`config.mk`:
```
export PLATFORM = sky130hd
export DESIGN_NAME = handshake_option_parser
export DESIGN_NICKNAME = d
export VERILOG_FILES = /design/src/sv/hop_pkg.sv /design/src/sv/hop_front.sv /design/src/sv/hop_queue.sv /design/src/sv/hop_back.sv /design/src/sv/handshake_option_parser.sv
export VERILOG_INCLUDE_DIRS = /design/src /design/src/sv
export SDC_FILE = /design/constraint.sdc
export NUM_CORES = 1
export LEC_CHECK = 0
export ABC_AREA = 1
export BUFFER_PORTS_ARGS = -buffer_cell sky130_fd_sc_hd__buf_2
export CAP_MARGIN = 20
export CORE_AREA = 2 2 225 227
export DETAILED_ROUTE_END_ITERATION = 6
export DIE_AREA = 0 0 227 229
export HOLD_SLACK_MARGIN = 0.03
export PLACE_DENSITY = 0.77
export SLEW_MARGIN = 20
export SYNTH_ARGS = -nofsm -noshare
export SYNTH_HDL_FRONTEND = slang
export SYNTH_SLANG_ARGS = --single-unit
```
`constraint.sdc`:
```
create_clock -name clock -period 12.2 [get_ports clock]
set_clock_uncertainty 0.05 [all_clocks]
set_input_delay 1.22 -clock clock [delete_from_list [all_inputs] [get_ports clock]]
set_output_delay 1.22 -clock clock [all_outputs]
set_load 0.03 [all_outputs]
```
`src/sv/handshake_option_parser_macros.svh`:
```
// ----------------------------------------------------------------------------
// handshake_option_parser_macros.svh
// Assertion macros used by the handshake option parser RTL.
// ----------------------------------------------------------------------------
`ifndef HANDSHAKE_OPTION_PARSER_MACROS_SVH
`define HANDSHAKE_OPTION_PARSER_MACROS_SVH

// same-cycle implication, checked outside reset
`define HOP_ASSERT_IMPLIES(lbl, clk, rst, ante, cons, msg) \
   lbl: assert property (@(posedge clk) disable iff (rst) (ante) |-> (cons)) else $error(msg);

// next-cycle implication, checked outside reset
`define HOP_ASSERT_NEXT(lbl, clk, rst, ante, cons, msg) \
   lbl: assert property (@(posedge clk) disable iff (rst) (ante) |=> (cons)) else $error(msg);

`endif

```
`src/sv/hop_pkg.sv`:
```
// ----------------------------------------------------------------------------
// hop_pkg
// Types and constants shared by the handshake option parser modules.
// ----------------------------------------------------------------------------
package hop_pkg;

   // default depth of the queue between front and back
   localparam int QUEUE_DEPTH_DEF = 4;

   // packed result width, padded to whole bytes
   localparam int RSP_DATA_W = 256;

   // byte values that the front classifies
   localparam logic [7:0] HANDSHAKE_TYPE = 8'h00;
   localparam logic [7:0] END_CODE       = 8'hff;
   localparam logic [7:0] LAST_CODE      = 8'h09;

   // result outcome codes
   localparam logic [2:0] OUT_INIT       = 3'd0;
   localparam logic [2:0] OUT_CLOSE      = 3'd1;
   localparam logic [2:0] OUT_NOT_INIT   = 3'd2;
   localparam logic [2:0] OUT_BAD_TYPE   = 3'd3;
   localparam logic [2:0] OUT_BAD_METHOD = 3'd4;
   localparam logic [2:0] OUT_NO_END     = 3'd5;
   localparam logic [2:0] OUT_TRUNCATED  = 3'd6;

   // one classified request byte
   typedef struct packed {
      logic [7:0] data;
      logic       start;
      logic       last;
      logic       is_end_code;
      logic       is_zero;
      logic       in_code_range;
   } hop_item_type;

   // one parse result
   typedef struct packed {
      logic [2:0]  outcome;
      logic [31:0] dest_channel;
      logic [31:0] src_channel;
      logic [7:0]  version;
      logic [7:0]  oldest_version;
      logic [15:0] swarm_id_length;
      logic [31:0] method_codes;
      logic [63:0] discard_window;
      logic [7:0]  supported_length;
      logic [31:0] chunk_length;
      logic [16:0] bytes_consumed;
   } hop_result_type;

endpackage

```
`src/sv/hop_front.sv`:
```
// ----------------------------------------------------------------------------
// hop_front
// Accepts request bytes and tags each with the byte classes the parser needs.
// ----------------------------------------------------------------------------
module hop_front
   import hop_pkg::*;
(
   input  logic         req_valid,
   output logic         req_ready,
   input  logic [7:0]   req_data,
   input  logic         req_start,
   input  logic         req_last,
   input  logic         q_full,
   output logic         q_push,
   output hop_item_type q_item
);

   // accept whenever the queue has room
   assign req_ready = !q_full;
   assign q_push    = req_valid && !q_full;

   // classify the byte once, ahead of the parser
   always_comb begin
      q_item.data          = req_data;
      q_item.start         = req_start;
      q_item.last          = req_last;
      q_item.is_end_code   = (req_data == END_CODE);
      q_item.is_zero       = (req_data == HANDSHAKE_TYPE);
      q_item.in_code_range = (req_data <= LAST_CODE);
   end

endmodule

```
`src/sv/hop_queue.sv`:
```
// ----------------------------------------------------------------------------
// hop_queue
// Short first-in first-out queue of classified bytes between front and back.
// ----------------------------------------------------------------------------
module hop_queue
   import hop_pkg::*;
#(
   parameter int DEPTH = QUEUE_DEPTH_DEF
)(
   input  logic         clock,
   input  logic         reset,
   input  logic         push,
   input  hop_item_type push_item,
   output logic         full,
   input  logic         pop,
   output logic         pop_valid,
   output hop_item_type pop_item
);

   localparam int PTR_W = (DEPTH > 1) ? $clog2(DEPTH) : 1;
   localparam int CNT_W = $clog2(DEPTH + 1);
   localparam logic [PTR_W-1:0] PTR_LAST = PTR_W'(DEPTH - 1);
   localparam logic [CNT_W-1:0] CNT_FULL = CNT_W'(DEPTH);

   hop_item_type     entries_ff [DEPTH];
   logic [PTR_W-1:0] wr_ptr_ff, wr_ptr_in;
   logic [PTR_W-1:0] rd_ptr_ff, rd_ptr_in;
   logic [CNT_W-1:0] count_ff, count_in;

   assign full      = (count_ff == CNT_FULL);
   assign pop_valid = (count_ff != '0);
   assign pop_item  = entries_ff[rd_ptr_ff];

   // pointer and fill count update
   always_comb begin
      wr_ptr_in = wr_ptr_ff;
      rd_ptr_in = rd_ptr_ff;
      if (push) begin
         wr_ptr_in = (wr_ptr_ff == PTR_LAST) ? '0 : wr_ptr_ff + PTR_W'(1);
      end
      if (pop) begin
         rd_ptr_in = (rd_ptr_ff == PTR_LAST) ? '0 : rd_ptr_ff + PTR_W'(1);
      end
      case ({push, pop})
         2'b10:   count_in = count_ff + CNT_W'(1);
         2'b01:   count_in = count_ff - CNT_W'(1);
         default: count_in = count_ff;
      endcase
   end

   always_ff @(posedge clock) begin
      if (reset) begin
         wr_ptr_ff <= '0;
         rd_ptr_ff <= '0;
         count_ff  <= '0;
      end else begin
         wr_ptr_ff <= wr_ptr_in;
         rd_ptr_ff <= rd_ptr_in;
         count_ff  <= count_in;
      end
   end

   // entry storage
   always_ff @(posedge clock) begin
      if (push) begin
         entries_ff[wr_ptr_ff] <= push_item;
      end
   end

endmodule

```
`src/sv/hop_back.sv`:
```
// ----------------------------------------------------------------------------
// hop_back
// Handshake parse sequencer: walks header fields and options, holds option
// values across messages and registers one result per datagram.
// ----------------------------------------------------------------------------
`include "handshake_option_parser_macros.svh"

module hop_back
   import hop_pkg::*;
(
   input  logic           clock,
   input  logic           reset,
   input  logic           q_valid,
   input  hop_item_type   q_item,
   output logic           q_pop,
   output logic           rsp_valid,
   input  logic           rsp_ready,
   output hop_result_type rsp_result
);

   typedef enum logic [3:0] {
      PH_IDLE,
      PH_DEST,
      PH_TYPE,
      PH_SRC,
      PH_CODE,
      PH_BYTEVAL,
      PH_SWLEN,
      PH_SKIP,
      PH_WINDOW,
      PH_SUPLEN,
      PH_CHUNK,
      PH_DONE
   } phase_type;

   phase_type      phase_ff, phase_in;
   logic [3:0]     next_code_ff, next_code_in;
   logic [15:0]    fcnt_ff, fcnt_in;
   logic [16:0]    consumed_ff, consumed_in;
   logic [63:0]    shift_ff, shift_in;
   logic [31:0]    dest_ff, dest_in;
   logic [31:0]    src_ff, src_in;
   logic [7:0]     version_ff, version_in;
   logic [7:0]     minver_ff, minver_in;
   logic [31:0]    method_ff, method_in;
   logic [15:0]    swarm_len_ff, swarm_len_in;
   logic [63:0]    window_ff, window_in;
   logic [7:0]     sup_len_ff, sup_len_in;
   logic [31:0]    chunk_ff, chunk_in;
   logic           init_ff, init_in;
   logic           out_valid_ff, out_valid_in;
   hop_result_type out_ff, out_in;

   logic [63:0]    shift_next;
   logic [15:0]    fcnt_dec;
   logic           field_done;
   logic           hit;
   logic [2:0]     outcome;

   // back stalls only while a finished result is still waiting
   assign q_pop      = q_valid && (!out_valid_ff || rsp_ready);
   assign rsp_valid  = out_valid_ff;
   assign rsp_result = out_ff;

   // parse step for one byte
   always_comb begin
      phase_in     = phase_ff;
      next_code_in = next_code_ff;
      fcnt_in      = fcnt_ff;
      consumed_in  = consumed_ff;
      shift_in     = shift_ff;
      dest_in      = dest_ff;
      src_in       = src_ff;
      version_in   = version_ff;
      minver_in    = minver_ff;
      method_in    = method_ff;
      swarm_len_in = swarm_len_ff;
      window_in    = window_ff;
      sup_len_in   = sup_len_ff;
      chunk_in     = chunk_ff;
      init_in      = init_ff;
      shift_next   = '0;
      fcnt_dec     = '0;
      field_done   = 1'b0;
      hit          = 1'b0;
      outcome      = OUT_INIT;

      if (q_pop) begin
         // message start clears channels and counters
         if (q_item.start) begin
            dest_in      = '0;
            src_in       = '0;
            consumed_in  = '0;
            next_code_in = '0;
            init_in      = 1'b0;
            shift_in     = '0;
            fcnt_in      = 16'd4;
            phase_in     = PH_DEST;
         end

         if (phase_in != PH_IDLE && phase_in != PH_DONE) begin
            consumed_in = consumed_in + 17'd1;
            shift_next  = {shift_in[55:0], q_item.data};
            fcnt_dec    = fcnt_in - 16'd1;
            field_done  = (fcnt_dec == 16'd0);

            case (phase_in)
               PH_DEST: begin
                  shift_in = shift_next;
                  fcnt_in  = fcnt_dec;
                  if (field_done) begin
                     dest_in  = shift_next[31:0];
                     phase_in = PH_TYPE;
                  end
               end
               PH_TYPE: begin
                  if (!q_item.is_zero) begin
                     hit         = 1'b1;
                     outcome     = OUT_BAD_TYPE;
                     consumed_in = consumed_in - 17'd1;
                  end else begin
                     shift_in = '0;
                     fcnt_in  = 16'd4;
                     phase_in = PH_SRC;
                  end
               end
               PH_SRC: begin
                  shift_in = shift_next;
                  fcnt_in  = fcnt_dec;
                  if (field_done) begin
                     src_in = shift_next[31:0];
                     if (dest_in != '0 && shift_next[31:0] == '0) begin
                        hit     = 1'b1;
                        outcome = OUT_CLOSE;
                     end else begin
                        init_in  = (dest_in == '0) && (shift_next[31:0] != '0);
                        phase_in = PH_CODE;
                     end
                  end
               end
               PH_CODE: begin
                  if (q_item.is_end_code) begin
                     hit     = 1'b1;
                     outcome = init_in ? OUT_INIT : OUT_NOT_INIT;
                  end else if (q_item.in_code_range &&
                               q_item.data >= {4'd0, next_code_in}) begin
                     next_code_in = q_item.data[3:0] + 4'd1;
                     case (q_item.data[3:0])
                        4'd2: begin
                           shift_in = '0;
                           fcnt_in  = 16'd2;
                           phase_in = PH_SWLEN;
                        end
                        4'd7: begin
                           // window length follows the stored addressing method
                           if (method_in[7:0] inside {8'd0, 8'd2}) begin
                              shift_in = '0;
                              fcnt_in  = 16'd4;
                              phase_in = PH_WINDOW;
                           end else if (method_in[7:0] inside {8'd1, 8'd3, 8'd4}) begin
                              shift_in = '0;
                              fcnt_in  = 16'd8;
                              phase_in = PH_WINDOW;
                           end else begin
                              hit     = 1'b1;
                              outcome = OUT_BAD_METHOD;
                           end
                        end
                        4'd8: begin
                           phase_in = PH_SUPLEN;
                        end
                        4'd9: begin
                           shift_in = '0;
                           fcnt_in  = 16'd4;
                           phase_in = PH_CHUNK;
                        end
                        default: begin
                           phase_in = PH_BYTEVAL;
                        end
                     endcase
                  end else begin
                     // out of order or unknown code
                     hit         = 1'b1;
                     outcome     = OUT_NO_END;
                     consumed_in = consumed_in - 17'd1;
                  end
               end
               PH_BYTEVAL: begin
                  case (next_code_in)
                     4'd1:    version_in        = q_item.data;
                     4'd2:    minver_in         = q_item.data;
                     4'd4:    method_in[31:24]  = q_item.data;
                     4'd5:    method_in[23:16]  = q_item.data;
                     4'd6:    method_in[15:8]   = q_item.data;
                     default: method_in[7:0]    = q_item.data;
                  endcase
                  phase_in = PH_CODE;
               end
               PH_SWLEN: begin
                  shift_in = shift_next;
                  fcnt_in  = fcnt_dec;
                  if (field_done) begin
                     swarm_len_in = shift_next[15:0];
                     if (shift_next[15:0] == '0) begin
                        phase_in = PH_CODE;
                     end else begin
                        shift_in = '0;
                        fcnt_in  = shift_next[15:0];
                        phase_in = PH_SKIP;
                     end
                  end
               end
               PH_SKIP: begin
                  fcnt_in = fcnt_dec;
                  if (field_done) begin
                     phase_in = PH_CODE;
                  end
               end
               PH_WINDOW: begin
                  shift_in = shift_next;
                  fcnt_in  = fcnt_dec;
                  if (field_done) begin
                     window_in = shift_next;
                     phase_in  = PH_CODE;
                  end
               end
               PH_SUPLEN: begin
                  sup_len_in = q_item.data;
                  if (q_item.is_zero) begin
                     phase_in = PH_CODE;
                  end else begin
                     shift_in = '0;
                     fcnt_in  = {8'd0, q_item.data};
                     phase_in = PH_SKIP;
                  end
               end
               PH_CHUNK: begin
                  shift_in = shift_next;
                  fcnt_in  = fcnt_dec;
                  if (field_done) begin
                     chunk_in = shift_next[31:0];
                     phase_in = PH_CODE;
                  end
               end
               default: begin
                  phase_in = phase_ff;
               end
            endcase

            // last byte of an unfinished parse
            if (!hit && q_item.last) begin
               hit     = 1'b1;
               outcome = OUT_TRUNCATED;
            end
            if (hit) begin
               phase_in = PH_DONE;
            end
         end
      end

      // result register
      out_valid_in = out_valid_ff && !rsp_ready;
      out_in       = out_ff;
      if (hit) begin
         out_valid_in            = 1'b1;
         out_in.outcome          = outcome;
         out_in.dest_channel     = dest_in;
         out_in.src_channel      = src_in;
         out_in.version          = version_in;
         out_in.oldest_version   = minver_in;
         out_in.swarm_id_length  = swarm_len_in;
         out_in.method_codes     = method_in;
         out_in.discard_window   = window_in;
         out_in.supported_length = sup_len_in;
         out_in.chunk_length     = chunk_in;
         out_in.bytes_consumed   = consumed_in;
      end
   end

   always_ff @(posedge clock) begin
      if (reset) begin
         phase_ff     <= PH_IDLE;
         next_code_ff <= '0;
         fcnt_ff      <= '0;
         consumed_ff  <= '0;
         shift_ff     <= '0;
         dest_ff      <= '0;
         src_ff       <= '0;
         version_ff   <= '0;
         minver_ff    <= '0;
         method_ff    <= '0;
         swarm_len_ff <= '0;
         window_ff    <= '0;
         sup_len_ff   <= '0;
         chunk_ff     <= '0;
         init_ff      <= 1'b0;
         out_valid_ff <= 1'b0;
         out_ff       <= '0;
      end else begin
         phase_ff     <= phase_in;
         next_code_ff <= next_code_in;
         fcnt_ff      <= fcnt_in;
         consumed_ff  <= consumed_in;
         shift_ff     <= shift_in;
         dest_ff      <= dest_in;
         src_ff       <= src_in;
         version_ff   <= version_in;
         minver_ff    <= minver_in;
         method_ff    <= method_in;
         swarm_len_ff <= swarm_len_in;
         window_ff    <= window_in;
         sup_len_ff   <= sup_len_in;
         chunk_ff     <= chunk_in;
         init_ff      <= init_in;
         out_valid_ff <= out_valid_in;
         out_ff       <= out_in;
      end
   end

   // a new result only appears as the parse closes
   `HOP_ASSERT_IMPLIES(a_result_at_done, clock, reset, $rose(out_valid_ff), phase_ff == PH_DONE, "result without finished parse")
   // a bad type byte always follows exactly four channel bytes
   `HOP_ASSERT_IMPLIES(a_bad_type_count, clock, reset, out_valid_ff && out_ff.outcome == OUT_BAD_TYPE, out_ff.bytes_consumed == 17'd4, "bad type count wrong")
   // a close request always ends after nine bytes
   `HOP_ASSERT_IMPLIES(a_close_count, clock, reset, out_valid_ff && out_ff.outcome == OUT_CLOSE, out_ff.bytes_consumed == 17'd9, "close count wrong")
   // skipping never sits on an empty count
   `HOP_ASSERT_IMPLIES(a_skip_nonzero, clock, reset, phase_ff == PH_SKIP, fcnt_ff != 16'd0, "skip count is zero")
   // a stalled result is not overwritten
   `HOP_ASSERT_NEXT(a_result_held, clock, reset, out_valid_ff && !rsp_ready, out_valid_ff && $stable(out_ff), "pending result lost")

endmodule

```
`src/sv/handshake_option_parser.sv`:
```
// ----------------------------------------------------------------------------
// handshake_option_parser
// Byte-stream parser for handshake datagrams: header channels, ordered
// options and the end option, one result per datagram.
//
//   channel   dir  payload
//   req_      in   tdata: data_byte; tuser: start_of_message; tlast: end_of_datagram
//   rsp_      out  tdata: channels, option values, bytes_consumed; tuser: outcome
//
// One request byte is taken per cycle while the front queue has room; the
// front queue absorbs bytes while a finished result waits on rsp_tready.
// A result follows its last byte through the queue register, then the
// result register loaded by the parse sequencer.
// Reset is synchronous: parse goes idle, option values return to zero.
// The sequencer advances only while the result register is free or drained.
// ----------------------------------------------------------------------------
module handshake_option_parser
   import hop_pkg::*;
#(
   parameter int QUEUE_DEPTH = QUEUE_DEPTH_DEF
)(
   input  logic                  clock,
   input  logic                  reset,
   input  logic                  req_tvalid,
   output logic                  req_tready,
   input  logic [7:0]            req_tdata,   // [7:0] data_byte
   input  logic [0:0]            req_tuser,   // [0] start_of_message
   input  logic                  req_tlast,   // end_of_datagram
   output logic                  rsp_tvalid,
   input  logic                  rsp_tready,
   // [31:0] dest_channel, [63:32] src_channel, [71:64] version,
   // [79:72] oldest_version, [95:80] swarm_id_length, [127:96] method_codes,
   // [191:128] discard_window, [199:192] supported_length,
   // [231:200] chunk_length, [248:232] bytes_consumed, [255:249] zero
   output logic [RSP_DATA_W-1:0] rsp_tdata,
   output logic [2:0]            rsp_tuser    // [2:0] outcome
);

   logic           q_full;
   logic           q_push;
   hop_item_type   q_push_item;
   logic           q_pop;
   logic           q_valid;
   hop_item_type   q_item;
   hop_result_type result;

   hop_front u_front (
      .req_valid (req_tvalid),
      .req_ready (req_tready),
      .req_data  (req_tdata),
      .req_start (req_tuser[0]),
      .req_last  (req_tlast),
      .q_full    (q_full),
      .q_push    (q_push),
      .q_item    (q_push_item)
   );

   hop_queue #(
      .DEPTH (QUEUE_DEPTH)
   ) u_queue (
      .clock     (clock),
      .reset     (reset),
      .push      (q_push),
      .push_item (q_push_item),
      .full      (q_full),
      .pop       (q_pop),
      .pop_valid (q_valid),
      .pop_item  (q_item)
   );

   hop_back u_back (
      .clock      (clock),
      .reset      (reset),
      .q_valid    (q_valid),
      .q_item     (q_item),
      .q_pop      (q_pop),
      .rsp_valid  (rsp_tvalid),
      .rsp_ready  (rsp_tready),
      .rsp_result (result)
   );

   // result packing, first field lowest
   assign rsp_tuser = result.outcome;
   assign rsp_tdata = {7'd0,
                       result.bytes_consumed,
                       result.chunk_length,
                       result.supported_length,
                       result.discard_window,
                       result.method_codes,
                       result.swarm_id_length,
                       result.oldest_version,
                       result.version,
                       result.src_channel,
                       result.dest_channel};

endmodule

```
==> impl_metrics.env <==
export IMPL_outcome="finished clean"
export IMPL_gp_congestion=1.00
export IMPL_stdcell_area_um2=32700
export IMPL_ctsLongestPathBuffers=3
export IMPL_crit_fanout=290
export IMPL_hold_viol_final=0
export IMPL_start_kind="flip-flop"
export IMPL_antenna_found_initial=0
export IMPL_cts_max_level=3
export IMPL_core_area_um2=49700
export IMPL_rows=82
export IMPL_drc=0
export IMPL_wl_per_cell_um=17.7
export IMPL_hpwl_mm=55.2
export IMPL_crit_type="reg -> reg"
export IMPL_setup_violations=0
export IMPL_final_common_cell="nand2_1"
export IMPL_drv_slew=0
export IMPL_portBuffers=267
export IMPL_cp_arrival_ns=7.73
export IMPL_wirelength_mm=85.5
export IMPL_rsz0062_at_grt="no"
export IMPL_grt_max_degree=291
export IMPL_clock_latency_ns=0.62
export IMPL_hold_class="reg -> reg"
export IMPL_leakage_nw=13.9
export IMPL_fin_nets=4133
export IMPL_detail_route_antenna_nets=0
export IMPL_placed_cell_area_um2=30500
export IMPL_power_density_nw_per_um2=310
export IMPL_syn_avg_cell_area_um2=7.36
export IMPL_hold_buffers=0
export IMPL_avgViaCountPerCell=5.61
export IMPL_cts_num_sinks=644
export IMPL_area_growth_pct=11.1
export IMPL_synth_area_leaders="dfxtp_1 40%, nand2_1 10%, nor2_1 6.5%"
export IMPL_die_height_um=229
export IMPL_final_period_utilization=0.593
export IMPL_end_kind="flip-flop"
export IMPL_grt_pass1_vias=24346
export IMPL_vias=27058
export IMPL_cts_setup_buffers=0
export IMPL_layout_common_cells="813 x nand2_1, 592 x dfxtp_1, 507 x nor2_1, 374 x inv_1, 367 x a21oi_1"
export IMPL_syn_area_um2=29400
export IMPL_io_pins=275
export IMPL_synth_area_leader_cell="dfxtp_1"
export IMPL_yosysSeqAreaShare=0.456
export IMPL_postSynthCellCount=3995
export IMPL_relSlewSlack=0.299
export IMPL_maxCapViolCount=0
export IMPL_yosysWarnings=0
export IMPL_layout_drive_gt1_share=0.134
export IMPL_fin_crit_ns=7.24
export IMPL_setup_tns_ns=0
export IMPL_cts_resized=0
export IMPL_synth_top_cell_area_share=0.403
export IMPL_synth_cell_type_count=68
export IMPL_grtUsageTotal=0.324
export IMPL_die_area_um2=52000
export IMPL_reg2reg_slack_ns=4.96
export IMPL_synth_ff_latch_count=644
export IMPL_cts_reportedPaths_clkPinSlew_ns=0.06
export IMPL_cts_inserted_buffers=66
export IMPL_antenna_cells=0
export IMPL_drtIter0Drc=2928
export IMPL_required_ns=12.69
export IMPL_peakVddDrop_v=0.000385
export IMPL_initial_utilization=0.592
export IMPL_max_freq_ghz=0.138
export IMPL_tightest_slew_ns=1.05
export IMPL_clockRootBuffer="clkbuf_16"
export IMPL_drtPass1Iterations=7
export IMPL_grt_overflow=0
export IMPL_dieWidth_um=227
export IMPL_cts_tree="yes"
export IMPL_grt_first_pass_wirelength_mm=134
## cells in the mapped netlist (all sizes together)
cell type    n
nand2      829
dfxtp      592
nor2       534
o21ai      502
inv        394
a21oi      367
nand3      159
clkbuf     143
buf        121
a211oi      69
edfxtp      52
o211ai      41
nand4       32
o22ai       31
nor3        20
ha          17
a31oi       11
a22oi       10
clkinv       8
mux2i        8
xor2         8
or2          7
o21bai       6
a32oi        4
a21boi       3
o2111ai      3
and2         2
nand3b       2
o221ai       2
o31ai        2
xnor2        2
a2111oi      1
a21o         1
a31o         1
a32o         1
a41oi        1
and3b        1
conb         1
fa           1
nor4         1
o211a        1
o311ai       1
o41a         1
o41ai        1
or4          1
## final timing paths
check | from | endpoint | cells past startpoint
setup / recovery | flip-flop | u_back.rsp_result[106] | 27
setup reg to reg | flip-flop | u_back.rsp_result[106] | 27
hold / removal | u_back.rsp_result[60] | u_back.rsp_result[60] | 2
hold reg to reg | u_back.rsp_result[60] | u_back.rsp_result[60] | 2
## layout make-up
class	instances	area, µm²
fill	4359	17000
clock buffer	95	1930
multi-input combinational	2691	13100
tap	672	841
inverter	402	1540
timing repair buffer	296	1580
clock inverter	24	226
sequential	644	13400
## kinds of logic (layout without fill, tap and decap cells)
family,after synthesis,after routing,share of synthesized area
AND/OR/NAND/NOR,1588,1588,0.222
AO/OA/AOI/OAI,1060,1060,0.208
buffers and inverters,666,817,0.0995
flip-flops,644,644,0.456
adder cells (fa/ha/maj),18,18,0.00792
XOR/XNOR,10,10,0.00387
multiplexers,8,8,0.00272
other,1,7,0.000128
## per-stage QoR
step                      power [mW]  worst slack (ns)  instances   util  hold WS (ns)
after floorplan                 6.83              8.25       4001      -         0.395
after global placement          7.98              5.32       4705  0.614         0.401
after detailed placement        8.03              5.12       4705  0.614         0.402
after CTS                       10.1              5.08       4824  0.657         0.412
after global routing            10.8              4.34       4824  0.658         0.423
final                           10.1              4.96       4824  0.658         0.414
## power by group
part           internal, mW  switching (mW)  total [mW]  leakage [nW]
Combinational          1.30            3.88        5.18          7.50
Sequential             2.63           0.297        2.93          5.29
Clock                  1.16           0.864        2.02          1.07
Total                  5.09            5.04        10.1          13.9
## registers in the layout, summed over array words and instances, names as in the netlist, 16 cells and up, named ones only
| signal | cells |
|---|---|
| u_queue.entries_ff | 52 |
| u_back.chunk_ff | 32 |
| u_back.window_ff | 64 |
| u_back.fcnt_ff | 16 |
| u_back.swarm_len_ff | 16 |
| u_back.method_ff | 32 |
| u_back.consumed_ff | 17 |
| u_back.src_ff | 32 |
| u_back.dest_ff | 32 |
| u_back.shift_ff | 56 |
| u_back.rsp_result | 252 |
## per-layer routing
metal / vias to the layer above / track usage / wire [µm]
li1: 13297 / - / -
met1: 12490 / 0.453 / 37000
met2: 1096 / 0.499 / 38400
met3: 175 / 0.0608 / 7230
met4: 0 / 0.121 / 2830
met5: - / 0 / 0
## critical path: stages (launching register included)
cell and delay (ns):
dfxtp_1 0.92, inv_4 0.26, nand2_1 0.13, nand3_1 0.11
nand2_4 0.42, buf_4 0.49, inv_4 0.37, nor2_1 0.29
inv_1 0.10, ha_1 0.23, inv_1 0.08, nor2_1 0.06
nand3_2 0.14, inv_1 0.11, nand3_1 0.08, nand2_1 0.09
inv_1 0.06, nand2_1 0.04, nor2_1 0.08, nand3_1 0.12
nor2_4 0.37, nand3_4 0.15, nand3_2 0.12, nand2_4 0.26
inv_16 0.69, buf_12 0.69, o21ai_0 0.16, a21oi_1 0.17
(Power assumes the default switching activity.)
